--- src/hw/rtl/line_sensor_pid_steering_macros.svh ---
// Assertion macros for the line sensor PID steering block.
// Included by line_sensor_pid_steering.sv; expects clk and arst_n in scope.
`ifndef LINE_SENSOR_PID_STEERING_MACROS_SVH
`define LINE_SENSOR_PID_STEERING_MACROS_SVH

// same-cycle implication
`define LSPS_ASSERT_IMP(label, ante, cons, msg) \
	label: assert property (@(posedge clk) disable iff (!arst_n) (ante) |-> (cons)) \
		else $error(msg);

// next-cycle implication
`define LSPS_ASSERT_NXT(label, ante, cons, msg) \
	label: assert property (@(posedge clk) disable iff (!arst_n) (ante) |=> (cons)) \
		else $error(msg);

`endif

--- src/hw/rtl/lsps_pkg.sv ---
// Package for the line sensor PID steering block: widths, defaults,
// register indexes, types and the sensor pattern decoder. No dependencies.
package lsps_pkg;

	localparam int DUTY_BITS_DEF = 10;
	localparam int SUM_BITS_DEF  = 16;

	localparam int PAT_W      = 5;
	localparam int ERR_W      = 4;
	localparam int GP_W       = 8;
	localparam int GI_W       = 16;
	localparam int GD_W       = 8;
	localparam int BASE_W     = 10;
	localparam int DRIVE_W    = 13;
	localparam int FRAC_BITS  = 24;
	localparam int CFG_IDX_W  = 2;
	localparam int CFG_DATA_W = 16;

	localparam int DRIVE_MAX = 4095;
	localparam int DRIVE_MIN = -4096;

	localparam logic [CFG_IDX_W-1:0] CFG_GAIN_PROP    = 2'd0;
	localparam logic [CFG_IDX_W-1:0] CFG_GAIN_INT_Q24 = 2'd1;
	localparam logic [CFG_IDX_W-1:0] CFG_GAIN_DERIV   = 2'd2;
	localparam logic [CFG_IDX_W-1:0] CFG_BASE_SPEED   = 2'd3;

	localparam logic [GP_W-1:0]   GAIN_PROP_RST    = 8'd70;
	localparam logic [GI_W-1:0]   GAIN_INT_Q24_RST = 16'd923;
	localparam logic [GD_W-1:0]   GAIN_DERIV_RST   = 8'd100;
	localparam logic [BASE_W-1:0] BASE_SPEED_RST   = 10'd300;

	typedef logic signed [ERR_W-1:0] err_t;

	typedef struct packed {
		logic hit;
		err_t err;
	} pos_t;

	// bit0 = leftmost sensor, 1 = off the line
	function automatic pos_t decode_pattern(input logic [PAT_W-1:0] pat);
		pos_t r;
		r.hit = 1'b1;
		r.err = '0;
		case (pat)
			5'd15: r.err = 4'sd4;
			5'd7:  r.err = 4'sd3;
			5'd23: r.err = 4'sd2;
			5'd19: r.err = 4'sd1;
			5'd27: r.err = 4'sd0;
			5'd25: r.err = -4'sd1;
			5'd29: r.err = -4'sd2;
			5'd28: r.err = -4'sd3;
			5'd30: r.err = -4'sd4;
			default: begin
				r.hit = 1'b0;
				r.err = '0;
			end
		endcase
		return r;
	endfunction

endpackage

--- src/hw/rtl/line_sensor_pid_steering.sv ---
// Line sensor PID steering controller, top level.
// Depends on lsps_pkg and line_sensor_pid_steering_macros.svh.
//
// channel  | handshake                   | payload
// ---------+-----------------------------+-----------------------------------------------
// input    | in_valid / in_stall         | sensor_pattern
// output   | out_valid / out_stall       | right_duty left_duty position_error
//          |                             | drive_value clamped
// config   | cfg_wr_en                   | cfg_index cfg_data
//
// One transaction per cycle sustained while out_stall is low; out_valid follows the input
// through the decode/integrate stage, multiply stage and sum/clamp output register.
// Reset restores the gain and base speed defaults and clears last error and integral.
// in_stall rises only when all three stages hold a transaction and out_stall is high.
`include "line_sensor_pid_steering_macros.svh"

module line_sensor_pid_steering #(
	parameter int DUTY_BITS = lsps_pkg::DUTY_BITS_DEF,
	parameter int SUM_BITS  = lsps_pkg::SUM_BITS_DEF
) (
	input  logic                                  clk,
	input  logic                                  arst_n,
	input  logic                                  cfg_wr_en,
	input  logic [lsps_pkg::CFG_IDX_W-1:0]        cfg_index,
	input  logic [lsps_pkg::CFG_DATA_W-1:0]       cfg_data,
	input  logic                                  in_valid,
	output logic                                  in_stall,
	input  logic [lsps_pkg::PAT_W-1:0]            sensor_pattern,
	output logic                                  out_valid,
	input  logic                                  out_stall,
	output logic [DUTY_BITS-1:0]                  right_duty,
	output logic [DUTY_BITS-1:0]                  left_duty,
	output logic signed [lsps_pkg::ERR_W-1:0]     position_error,
	output logic signed [lsps_pkg::DRIVE_W-1:0]   drive_value,
	output logic                                  clamped
);

	localparam int ERR_W = lsps_pkg::ERR_W;
	localparam int FRAC  = lsps_pkg::FRAC_BITS;
	localparam int DRV_W = lsps_pkg::DRIVE_W;
	localparam int PD_W  = DRV_W;
	localparam int IPW   = SUM_BITS + lsps_pkg::GI_W + 1;
	localparam int TW    = ((PD_W + FRAC > IPW) ? PD_W + FRAC : IPW) + 1;
	localparam int DW    = TW - FRAC;
	localparam int VW    = (DUTY_BITS + 2 > DRV_W + 2) ? DUTY_BITS + 2 : DRV_W + 2;

	localparam logic signed [SUM_BITS:0] SUM_MAX =
		(SUM_BITS+1)'((64'sd1 <<< (SUM_BITS - 1)) - 64'sd1);
	localparam logic signed [SUM_BITS:0] SUM_MIN = (SUM_BITS+1)'(-SUM_MAX - 1);
	localparam logic signed [TW-1:0]     RND     = TW'((64'sd1 <<< FRAC) - 64'sd1);
	localparam logic signed [DW-1:0]     DMAX    = DW'(lsps_pkg::DRIVE_MAX);
	localparam logic signed [DW-1:0]     DMIN    = DW'(lsps_pkg::DRIVE_MIN);
	localparam logic signed [VW-1:0]     DTOP    = VW'((64'sd1 <<< DUTY_BITS) - 64'sd1);

	// configuration
	logic [lsps_pkg::GP_W-1:0]   gain_prop_q;
	logic [lsps_pkg::GI_W-1:0]   gain_int_q24_q;
	logic [lsps_pkg::GD_W-1:0]   gain_deriv_q;
	logic [lsps_pkg::BASE_W-1:0] base_speed_q;

	// controller state
	lsps_pkg::err_t             last_error_q;
	logic signed [SUM_BITS-1:0] error_sum_q;

	// pipeline
	logic s1_valid_q, s2_valid_q, out_valid_q;
	lsps_pkg::err_t             err_s1, err_s2;
	logic signed [ERR_W:0]      delta_s1;
	logic signed [SUM_BITS-1:0] sum_s1;
	logic signed [PD_W-1:0]     pd_s2;
	logic signed [IPW-1:0]      ip_s2;

	logic [DUTY_BITS-1:0]    right_q, left_q;
	lsps_pkg::err_t          err_q;
	logic signed [DRV_W-1:0] drive_q;
	logic                    clamped_q;

	logic out_free, s2_free, s1_free, s1_adv, s2_adv, in_acc;

	assign out_free = !out_valid_q || !out_stall;
	assign s2_adv   = s2_valid_q && out_free;
	assign s2_free  = !s2_valid_q || out_free;
	assign s1_adv   = s1_valid_q && s2_free;
	assign s1_free  = !s1_valid_q || s2_free;
	assign in_stall = !s1_free;
	assign in_acc   = in_valid && s1_free;

	// stage 1: decode and integrate
	lsps_pkg::pos_t             dec;
	lsps_pkg::err_t             e_in;
	logic signed [ERR_W:0]      delta_c;
	logic signed [SUM_BITS:0]   sum_wide;
	logic signed [SUM_BITS-1:0] sum_c;

	assign dec      = lsps_pkg::decode_pattern(sensor_pattern);
	assign e_in     = dec.hit ? dec.err : last_error_q;
	assign delta_c  = (ERR_W+1)'(e_in) - (ERR_W+1)'(last_error_q);
	assign sum_wide = (SUM_BITS+1)'(error_sum_q) + (SUM_BITS+1)'(e_in);

	always_comb begin
		if (sum_wide > SUM_MAX) begin
			sum_c = SUM_MAX[SUM_BITS-1:0];
		end else if (sum_wide < SUM_MIN) begin
			sum_c = SUM_MIN[SUM_BITS-1:0];
		end else begin
			sum_c = sum_wide[SUM_BITS-1:0];
		end
	end

	// stage 2: products
	logic signed [PD_W-1:0] p_term;
	logic signed [PD_W:0]   d_term;
	logic signed [PD_W:0]   pd_c;
	logic signed [IPW-1:0]  ip_c;

	assign p_term = $signed({1'b0, gain_prop_q}) * err_s1;
	assign d_term = $signed({1'b0, gain_deriv_q}) * delta_s1;
	assign pd_c   = (PD_W+1)'(p_term) + d_term;
	assign ip_c   = $signed({1'b0, gain_int_q24_q}) * sum_s1;

	// stage 3: sum, truncate toward zero, saturate, clamp
	logic signed [TW-1:0]    total, total_adj;
	logic signed [DW-1:0]    drive_full;
	logic signed [DRV_W-1:0] drive_c;
	logic signed [VW-1:0]    vr, vl;
	logic [DUTY_BITS-1:0]    right_c, left_c;
	logic                    hit_r, hit_l;

	assign total      = (TW'(pd_s2) <<< FRAC) + TW'(ip_s2);
	assign total_adj  = total[TW-1] ? total + RND : total;
	assign drive_full = DW'(total_adj >>> FRAC);

	always_comb begin
		if (drive_full > DMAX) begin
			drive_c = DMAX[DRV_W-1:0];
		end else if (drive_full < DMIN) begin
			drive_c = DMIN[DRV_W-1:0];
		end else begin
			drive_c = drive_full[DRV_W-1:0];
		end
	end

	assign vr = $signed(VW'(base_speed_q)) - VW'(drive_c);
	assign vl = $signed(VW'(base_speed_q)) + VW'(drive_c);

	always_comb begin
		hit_r   = 1'b0;
		right_c = vr[DUTY_BITS-1:0];
		if (vr < 0) begin
			hit_r   = 1'b1;
			right_c = '0;
		end else if (vr > DTOP) begin
			hit_r   = 1'b1;
			right_c = DTOP[DUTY_BITS-1:0];
		end
		hit_l  = 1'b0;
		left_c = vl[DUTY_BITS-1:0];
		if (vl < 0) begin
			hit_l  = 1'b1;
			left_c = '0;
		end else if (vl > DTOP) begin
			hit_l  = 1'b1;
			left_c = DTOP[DUTY_BITS-1:0];
		end
	end

	// control registers
	always_ff @(posedge clk or negedge arst_n) begin
		if (!arst_n) begin
			gain_prop_q    <= lsps_pkg::GAIN_PROP_RST;
			gain_int_q24_q <= lsps_pkg::GAIN_INT_Q24_RST;
			gain_deriv_q   <= lsps_pkg::GAIN_DERIV_RST;
			base_speed_q   <= lsps_pkg::BASE_SPEED_RST;
			last_error_q   <= '0;
			error_sum_q    <= '0;
			s1_valid_q     <= 1'b0;
			s2_valid_q     <= 1'b0;
			out_valid_q    <= 1'b0;
		end else begin
			if (cfg_wr_en) begin
				case (cfg_index)
					lsps_pkg::CFG_GAIN_PROP:    gain_prop_q    <= cfg_data[lsps_pkg::GP_W-1:0];
					lsps_pkg::CFG_GAIN_INT_Q24: gain_int_q24_q <= cfg_data[lsps_pkg::GI_W-1:0];
					lsps_pkg::CFG_GAIN_DERIV:   gain_deriv_q   <= cfg_data[lsps_pkg::GD_W-1:0];
					lsps_pkg::CFG_BASE_SPEED:   base_speed_q   <= cfg_data[lsps_pkg::BASE_W-1:0];
					default: ;
				endcase
			end
			if (in_acc) begin
				last_error_q <= e_in;
				error_sum_q  <= sum_c;
			end
			if (s1_free) begin
				s1_valid_q <= in_acc;
			end
			if (s2_free) begin
				s2_valid_q <= s1_adv;
			end
			if (out_free) begin
				out_valid_q <= s2_adv;
			end
		end
	end

	// payload registers
	always_ff @(posedge clk) begin
		if (in_acc) begin
			err_s1   <= e_in;
			delta_s1 <= delta_c;
			sum_s1   <= sum_c;
		end
		if (s1_adv) begin
			err_s2 <= err_s1;
			pd_s2  <= pd_c[PD_W-1:0];
			ip_s2  <= ip_c;
		end
		if (s2_adv) begin
			right_q   <= right_c;
			left_q    <= left_c;
			err_q     <= err_s2;
			drive_q   <= drive_c;
			clamped_q <= hit_r || hit_l;
		end
	end

	assign out_valid      = out_valid_q;
	assign right_duty     = right_q;
	assign left_duty      = left_q;
	assign position_error = err_q;
	assign drive_value    = drive_q;
	assign clamped        = clamped_q;

	`LSPS_ASSERT_NXT(a_acc_fills_s1, in_acc, s1_valid_q, "accepted transaction lost at stage 1")
	`LSPS_ASSERT_NXT(a_unknown_holds, in_acc && !dec.hit, last_error_q == $past(last_error_q), "unknown pattern changed last error")
	`LSPS_ASSERT_IMP(a_stall_full, in_stall, s1_valid_q && s2_valid_q && out_valid_q, "input stalled with a free stage")
	`LSPS_ASSERT_IMP(a_err_range, out_valid, (position_error >= -4'sd4) && (position_error <= 4'sd4), "position error out of range")

endmodule
--- config.mk ---
export PLATFORM = sky130hd
export DESIGN_NAME = line_sensor_pid_steering
export DESIGN_NICKNAME = d
export VERILOG_FILES = /design/src/hw/rtl/lsps_pkg.sv /design/src/hw/rtl/line_sensor_pid_steering.sv
export VERILOG_INCLUDE_DIRS = /design/src /design/src/hw/rtl
export SDC_FILE = /design/constraint.sdc
export NUM_CORES = 1
export LEC_CHECK = 0
export ABC_AREA = 0
export BUFFER_PORTS_ARGS = -buffer_cell sky130_fd_sc_hd__buf_4
export CAP_MARGIN = 5
export CORE_MARGIN = 2
export CORE_UTILIZATION = 55
export CTS_BUF_LIST = sky130_fd_sc_hd__clkbuf_4 sky130_fd_sc_hd__clkbuf_8
export DETAILED_ROUTE_END_ITERATION = 6
export PLACE_DENSITY = 0.75
export SLEW_MARGIN = 30
export SYNTH_ARGS = -nofsm -noshare
export SYNTH_HDL_FRONTEND = slang
export SYNTH_SLANG_ARGS = --single-unit
--- constraint.sdc ---
create_clock -name clk -period 7.4 [get_ports clk]
set_input_delay 0.74 -clock clk [delete_from_list [all_inputs] [get_ports clk]]
set_output_delay 0.74 -clock clk [all_outputs]
set_load 0.01 [all_outputs]
==> metrics.csv, run 1 <==
metric;value;unit
yosys.area_share.simple;13.9;%
cts.sinks;178;
clockRootBuffer;clkbuf_8;
worst_slew_pin_slew;898;ps
die-area;38300;um^2
hold_violations;0;
worst_ep_required_time;7670;ps
slew_headroom;39.7;%
wl;44500;um
postCtsHoldBufs;0;
maxCapViolations;0;
initial_core_util;55.6;%
grt_max_degree;66;
worstPathArrival;7200;ps
yosysTopAreaCellShare;24.8;%
antenna_found_initial;2;
drive_gt1_share;9.60;%
met3WireLength;3430;um
outcome;completed;
slowest_stage;edfxtp_1;
post-synth-top-area-cell;fa_1;
io_buffers;67;
avgSynthCellArea;9.98;um^2
worst_setup_path_end_kind;register;
crit_chain;nand2_1, fa_1, inv_1, fa_1, inv_1, fa_1, inv_1, fa_1, fa_1, fa_1, ha_1, and3_1, a221o_1, a21o_1, a21o_1, a221o_1, a21boi_0, nor2_1, o41ai_1, xnor2_1;
syn-num-nets;2514;
critPathCapture;ip_s2[31]$_DFFE_PP_;
cts_tree;yes;
post-route-period-util;93.7;%
setup-violations-final;0;
avgRoutedWirePerCell;17.4;um
timing.reg2reg.setup_slack;470;ps
cts_resized;0;
vias_per_cell;5.57;
critPathLaunchType;register;
worstReg2RegStart;sum_s1[6]$_DFFE_PP_;
synth_cells;2024;
post_synth_num_cell_types;84;
post_cts_buffers;0;
synth_fa_ha_area_share;38.0;%
critical_path.most_common_cell;fa_1;
layout_commonest_cell;inv_1;
highest_layer;met4;
route.antenna.remaining_nets;0;
synth-edff-count;113;
met2_length;21100;um
drv_slew;0;
rsz0062_at_grt;no;
drt_iter0_markers;821;
fp-row-count;70;
cts.clk_slew.worst_paths;110;ps
num_vias;14207;
cts_buffers;17;
gr-usage-all-layers;24.6;%
die_y;196;um
fin_nets;2560;
design_area;21600;um^2
skew;19.3;ps
grt_pass1_wl;74400;um
ys_seq_elements;178;
async_flop_share;36.5;%
min_period;6930;ps
synth-xor-area-share;3.97;%
slowest_delay;750;ps
clockBufferDepth;2;
cp-startpoint;sum_s1[6]$_DFFE_PP_;
clkLatencyLatePin;520;ps
synth-compound-area-share;9.28;%
die_x;196;um
diodes;0;
synth_top_family_by_area;adder cells;
gp_congestion;0.894;
synthTopCellsByArea;fa_1 (25%), edfxtp_1 (17%), ha_1 (13%), inv_1 (6.1%), dfrtp_1 (5.9%);
crit_type;reg -> reg;
worstPathMaxFanout;16;
synthMuxAreaShare;2.68;%
grt_pass1_vias;14900;
final_core_util;59.4;%
ys_warn_count;0;
dp_hpwl;35600;um
dr.pass1.iters;5;
fmax;0.144;GHz
wl_met1;19000;um
h-tree-depth;4;
synth-seq-area-share;25.0;%
synth_flop_cell;edfxtp_1;
overflow;0;
hold_path_class;in -> async;
drc;0;
synth_area;20200;um^2
placed_area;21200;um^2
final_cell_mix;inv_1 (328), fa_1 (250), nand2_1 (227), ha_1 (212), and2_1 (135);
r2r_end;ip_s2[31]$_DFFE_PP_;
worst-r2r-cell-count;20;
setup_tns;0;ps
syn_to_final_growth;6.98;%
fp.coreArea;36300;um^2
ios;68;
==> sequential cells by signal, indices dropped and copies added (netlist names) <==
| signal | cells |
|---|---|
| ip_s2 | 33 |
| sum_s1 | 16 |
| s2_valid_q | 1 |
| base_speed_q | 10 |
| delta_s1 | 5 |
| clamped | 1 |
| err_s2 | 4 |
| drive_value | 13 |
| error_sum_q | 16 |
| left_duty | 10 |
| last_error_q | 4 |
| err_s1 | 4 |
| gain_prop_q | 8 |
| s1_valid_q | 1 |
| gain_deriv_q | 8 |
| gain_int_q24_q | 16 |
| pd_s2 | 13 |
| right_duty | 10 |
| position_error | 4 |
| out_valid | 1 |
==> final cells by class <==
class	instances	area (um^2)
Sequential cell	178	5040
Clock inverter	15	165
Multi-Input combinational cell	1460	13700
Fill cell	3014	14700
Inverter	329	1230
Timing Repair Buffer	84	642
Tap cell	468	586
Clock buffer	17	234
==> worst max-delay path: cells and delay by family, from the launching register on <==
family / cells / cell delay (ps)
flip-flops: 1 / 750
AND/OR/NAND/NOR: 3 / 470
XOR/XNOR: 1 / 130
AO/OA/AOI/OAI: 6 / 1680
buffers and inverters: 3 / 170
adder cells (fa/ha/maj): 7 / 3470
==> through the flow <==
| stage | worst slack (ps) | std cells | hold WS (ps) |
|---|---|---|---|
| 2_1_floorplan | 840 | 2024 | 400 |
| 3_3_place_gp | 688 | 2518 | 408 |
| 3_5_place_dp | 455 | 2519 | 406 |
| 4_1_cts | 469 | 2551 | 369 |
| 5_1_grt | 209 | 2551 | 245 |
| 6_report | 468 | 2551 | 199 |
==> worst min path at each step <==
| stage | from | end | slack [ps] |
|---|---|---|---|
| finish | arst_n | gain_int_q24_q[15]$_DFFE_PN0P_ | 200 |
| global route | arst_n | gain_int_q24_q[15]$_DFFE_PN0P_ | 240 |
| CTS | arst_n | gain_int_q24_q[15]$_DFFE_PN0P_ | 370 |
| detailed placement | err_s2[0]$_DFFE_PP_ | position_error[0]$_DFFE_PP_ | 410 |
| global placement | err_s2[2]$_DFFE_PP_ | position_error[2]$_DFFE_PP_ | 410 |
| floorplan | err_s2[0]$_DFFE_PP_ | position_error[0]$_DFFE_PP_ | 400 |
==> Yosys cell counts (12+ instances only) <==
master	number
a21o_1	38
a21oi_1	72
a22oi_1	13
and2_1	136
clkbuf_1	49
dfrtp_1	48
dfstp_2	17
edfxtp_1	113
fa_1	250
ha_1	212
inv_1	328
mux2_2	44
nand2_1	227
nand2b_1	32
nand3_1	14
nor2_1	98
nor2b_1	12
nor3_1	15
o21a_1	12
o21ai_0	52
o21bai_1	13
xnor2_1	64
xor2_1	22
==> cells by family after synthesis <==
| kind of cell | after synthesis |
|---|---|
| AOI/OAI and AO/OA | 281 |
| DFF | 178 |
| and+or+nand+nor | 579 |
| adders and majority gates | 463 |
| xor gates and xnor gates | 89 |
| muxes | 48 |
| buffers and inverters | 386 |
==> layer usage <==
layer,up-vias,global-route usage (%)
li1,6662,-
met1,6996,32.8
met2,477,40.9
met3,72,4.97
met4,0,7.27
met5,-,0
Power of run 1 is left out: the tool's default activity adds up to more than one toggle a clock period on the data nets, which glitch-free logic cannot reach.
==> inputs of run 2 (changes only) <==
Settings changed: CORE_UTILIZATION 55 to 61, PLACE_DENSITY 0.75 to 0.82, SETUP_SLACK_MARGIN from default to 0.3.
==> run 2 against run 1 <==
Against the previous run:
- global-route usage rose by 3.2 points
- fmax rose by 1.3%
- core utilization rose by 7.5 points
- clock skew rose by 10 ps
- wire length rose by 0.60%
- worst setup slack improved by 86 ps
- critical path depth fell by 1
- hold slack got worse by 9.8 ps
==> metrics.csv, run 2 (synthesized netlist as in run 1, its figures left out) <==
metric;value;unit
post-place-ws;477;ps
avgRoutedWirePerCell;17.6;um
dr.pass1.iters;5;
grt_pass1_wl;74400;um
grt_pass1_vias;14879;
fin_nets;2580;
hold_violations;0;
multi_input_area;13700;um^2
wl;44800;um
worst_slew_pin_slew;834;ps
drv_slew;0;
die-area;34600;um^2
post-route-period-util;92.5;%
gr-usage-all-layers;27.8;%
cts_tree;yes;
outcome;completed;
drive_gt1_share;10.7;%
cts_buffers;17;
fmax;0.146;GHz
postCtsHoldBufs;0;
critPathLaunchType;register;
fillers;2560;
fp-row-count;66;
final_core_util;66.9;%
hold_path_class;in -> async;
clockBufferDepth;2;
largest_register_ffs;33;
rsz0062_at_grt;no;
crit_type;reg -> reg;
diodes;0;
h-tree-depth;4;
fp.coreArea;32500;um^2
grt_max_degree;66;
worst_ep_required_time;7680;ps
antenna_found_initial;0;
vias_per_cell;5.67;
ios;68;
initial_core_util;62.1;%
syn_to_final_growth;7.81;%
dp_hpwl;35800;um
skew;29.4;ps
worstPathMaxFanout;16;
regArea;5060;um^2
worst_setup_path_end_kind;register;
setup-violations-final;0;
finalWorstSetupSlack;554;ps
io_buffers;67;
die_y;186;um
die_x;186;um
cts.sinks;178;
drt_iter0_markers;899;
top_register;ip_s2;
final_cell_mix;inv_1 (328), fa_1 (250), nand2_1 (227), ha_1 (212), and2_1 (135);
clkLatencyLatePin;530;ps
drc;0;
slew_headroom;44.0;%
maxCapViolations;0;
cts.clk_slew.worst_paths;130;ps
layout_commonest_cell;inv_1;
worstPathArrival;7120;ps
num_vias;14418;
overflow;0;
clockRootBuffer;clkbuf_8;
setup_tns;0;ps
route.antenna.remaining_nets;0;
min_period;6850;ps
gp_congestion;0.899;
## run 2: worst paths after layout
check,start,endpoint,slack [ps],depth (start not counted)
worst max-delay path,sum_s1[12]$_DFFE_PP_,ip_s2[31]$_DFFE_PP_,550,19
worst min-delay path,arst_n,gain_int_q24_q[14]$_DFFE_PN0P_,190,1
worst max register to register,sum_s1[12]$_DFFE_PP_,ip_s2[31]$_DFFE_PP_,550,19
worst min register to register,err_s2[0]$_DFFE_PP_,position_error[0]$_DFFE_PP_,430,0
max in group asynchronous,arst_n,gain_int_q24_q[2]$_DFFE_PN0P_,6650,1
min in group clk,in_valid,s1_valid_q$_DFFE_PN0N_,430,2
## run 2: worst max-delay path: stages, from the launching register on
cell	delay, ps
edfxtp_1	630
and2_1	260
fa_1	560
fa_1	450
fa_1	550
inv_1	50
fa_1	500
fa_1	540
inv_1	50
fa_1	470
ha_1	360
and3_1	200
a221o_1	370
a21o_1	210
a21o_1	190
a221o_1	390
a21boi_1	280
nor2_1	90
o41ai_1	330
xnor2_1	120
## run 2: per-layer routing
metal / wire, um / global-route usage, % / vias up
met1: 19100 / 36.6 / 7141
li1: - / - / 6723
met2: 21800 / 47.0 / 462
met5: 0 / 0 / -
met4: 1300 / 9.86 / 0
met3: 2590 / 4.17 / 92
## run 2: metrics by stage
step / cell area (um^2) / hold WS, ps / cells
global placement: 21200 / 401 / 2493
finish: 21800 / 189 / 2545
detailed placement: 21200 / 405 / 2494
CTS: 21600 / 345 / 2526
global route: 21800 / 260 / 2545
floorplan: 20200 / 400 / 2024
## run 2: cell type report
cell class                      count  share of cell area, %
Multi-Input combinational cell   1460                   62.9
Tap cell                          442                   2.54
Sequential cell                   178                   23.3
Inverter                          329                   5.67
Clock inverter                     15                  0.833
Timing Repair Buffer              104                   3.70
Clock buffer                       17                   1.07
## run 2: timing repair
action	CTS	global route
setup endpoints to repair	0	1
resized for setup	0	10
buffers inserted	0	19
Power of run 2 is left out for the same reason.
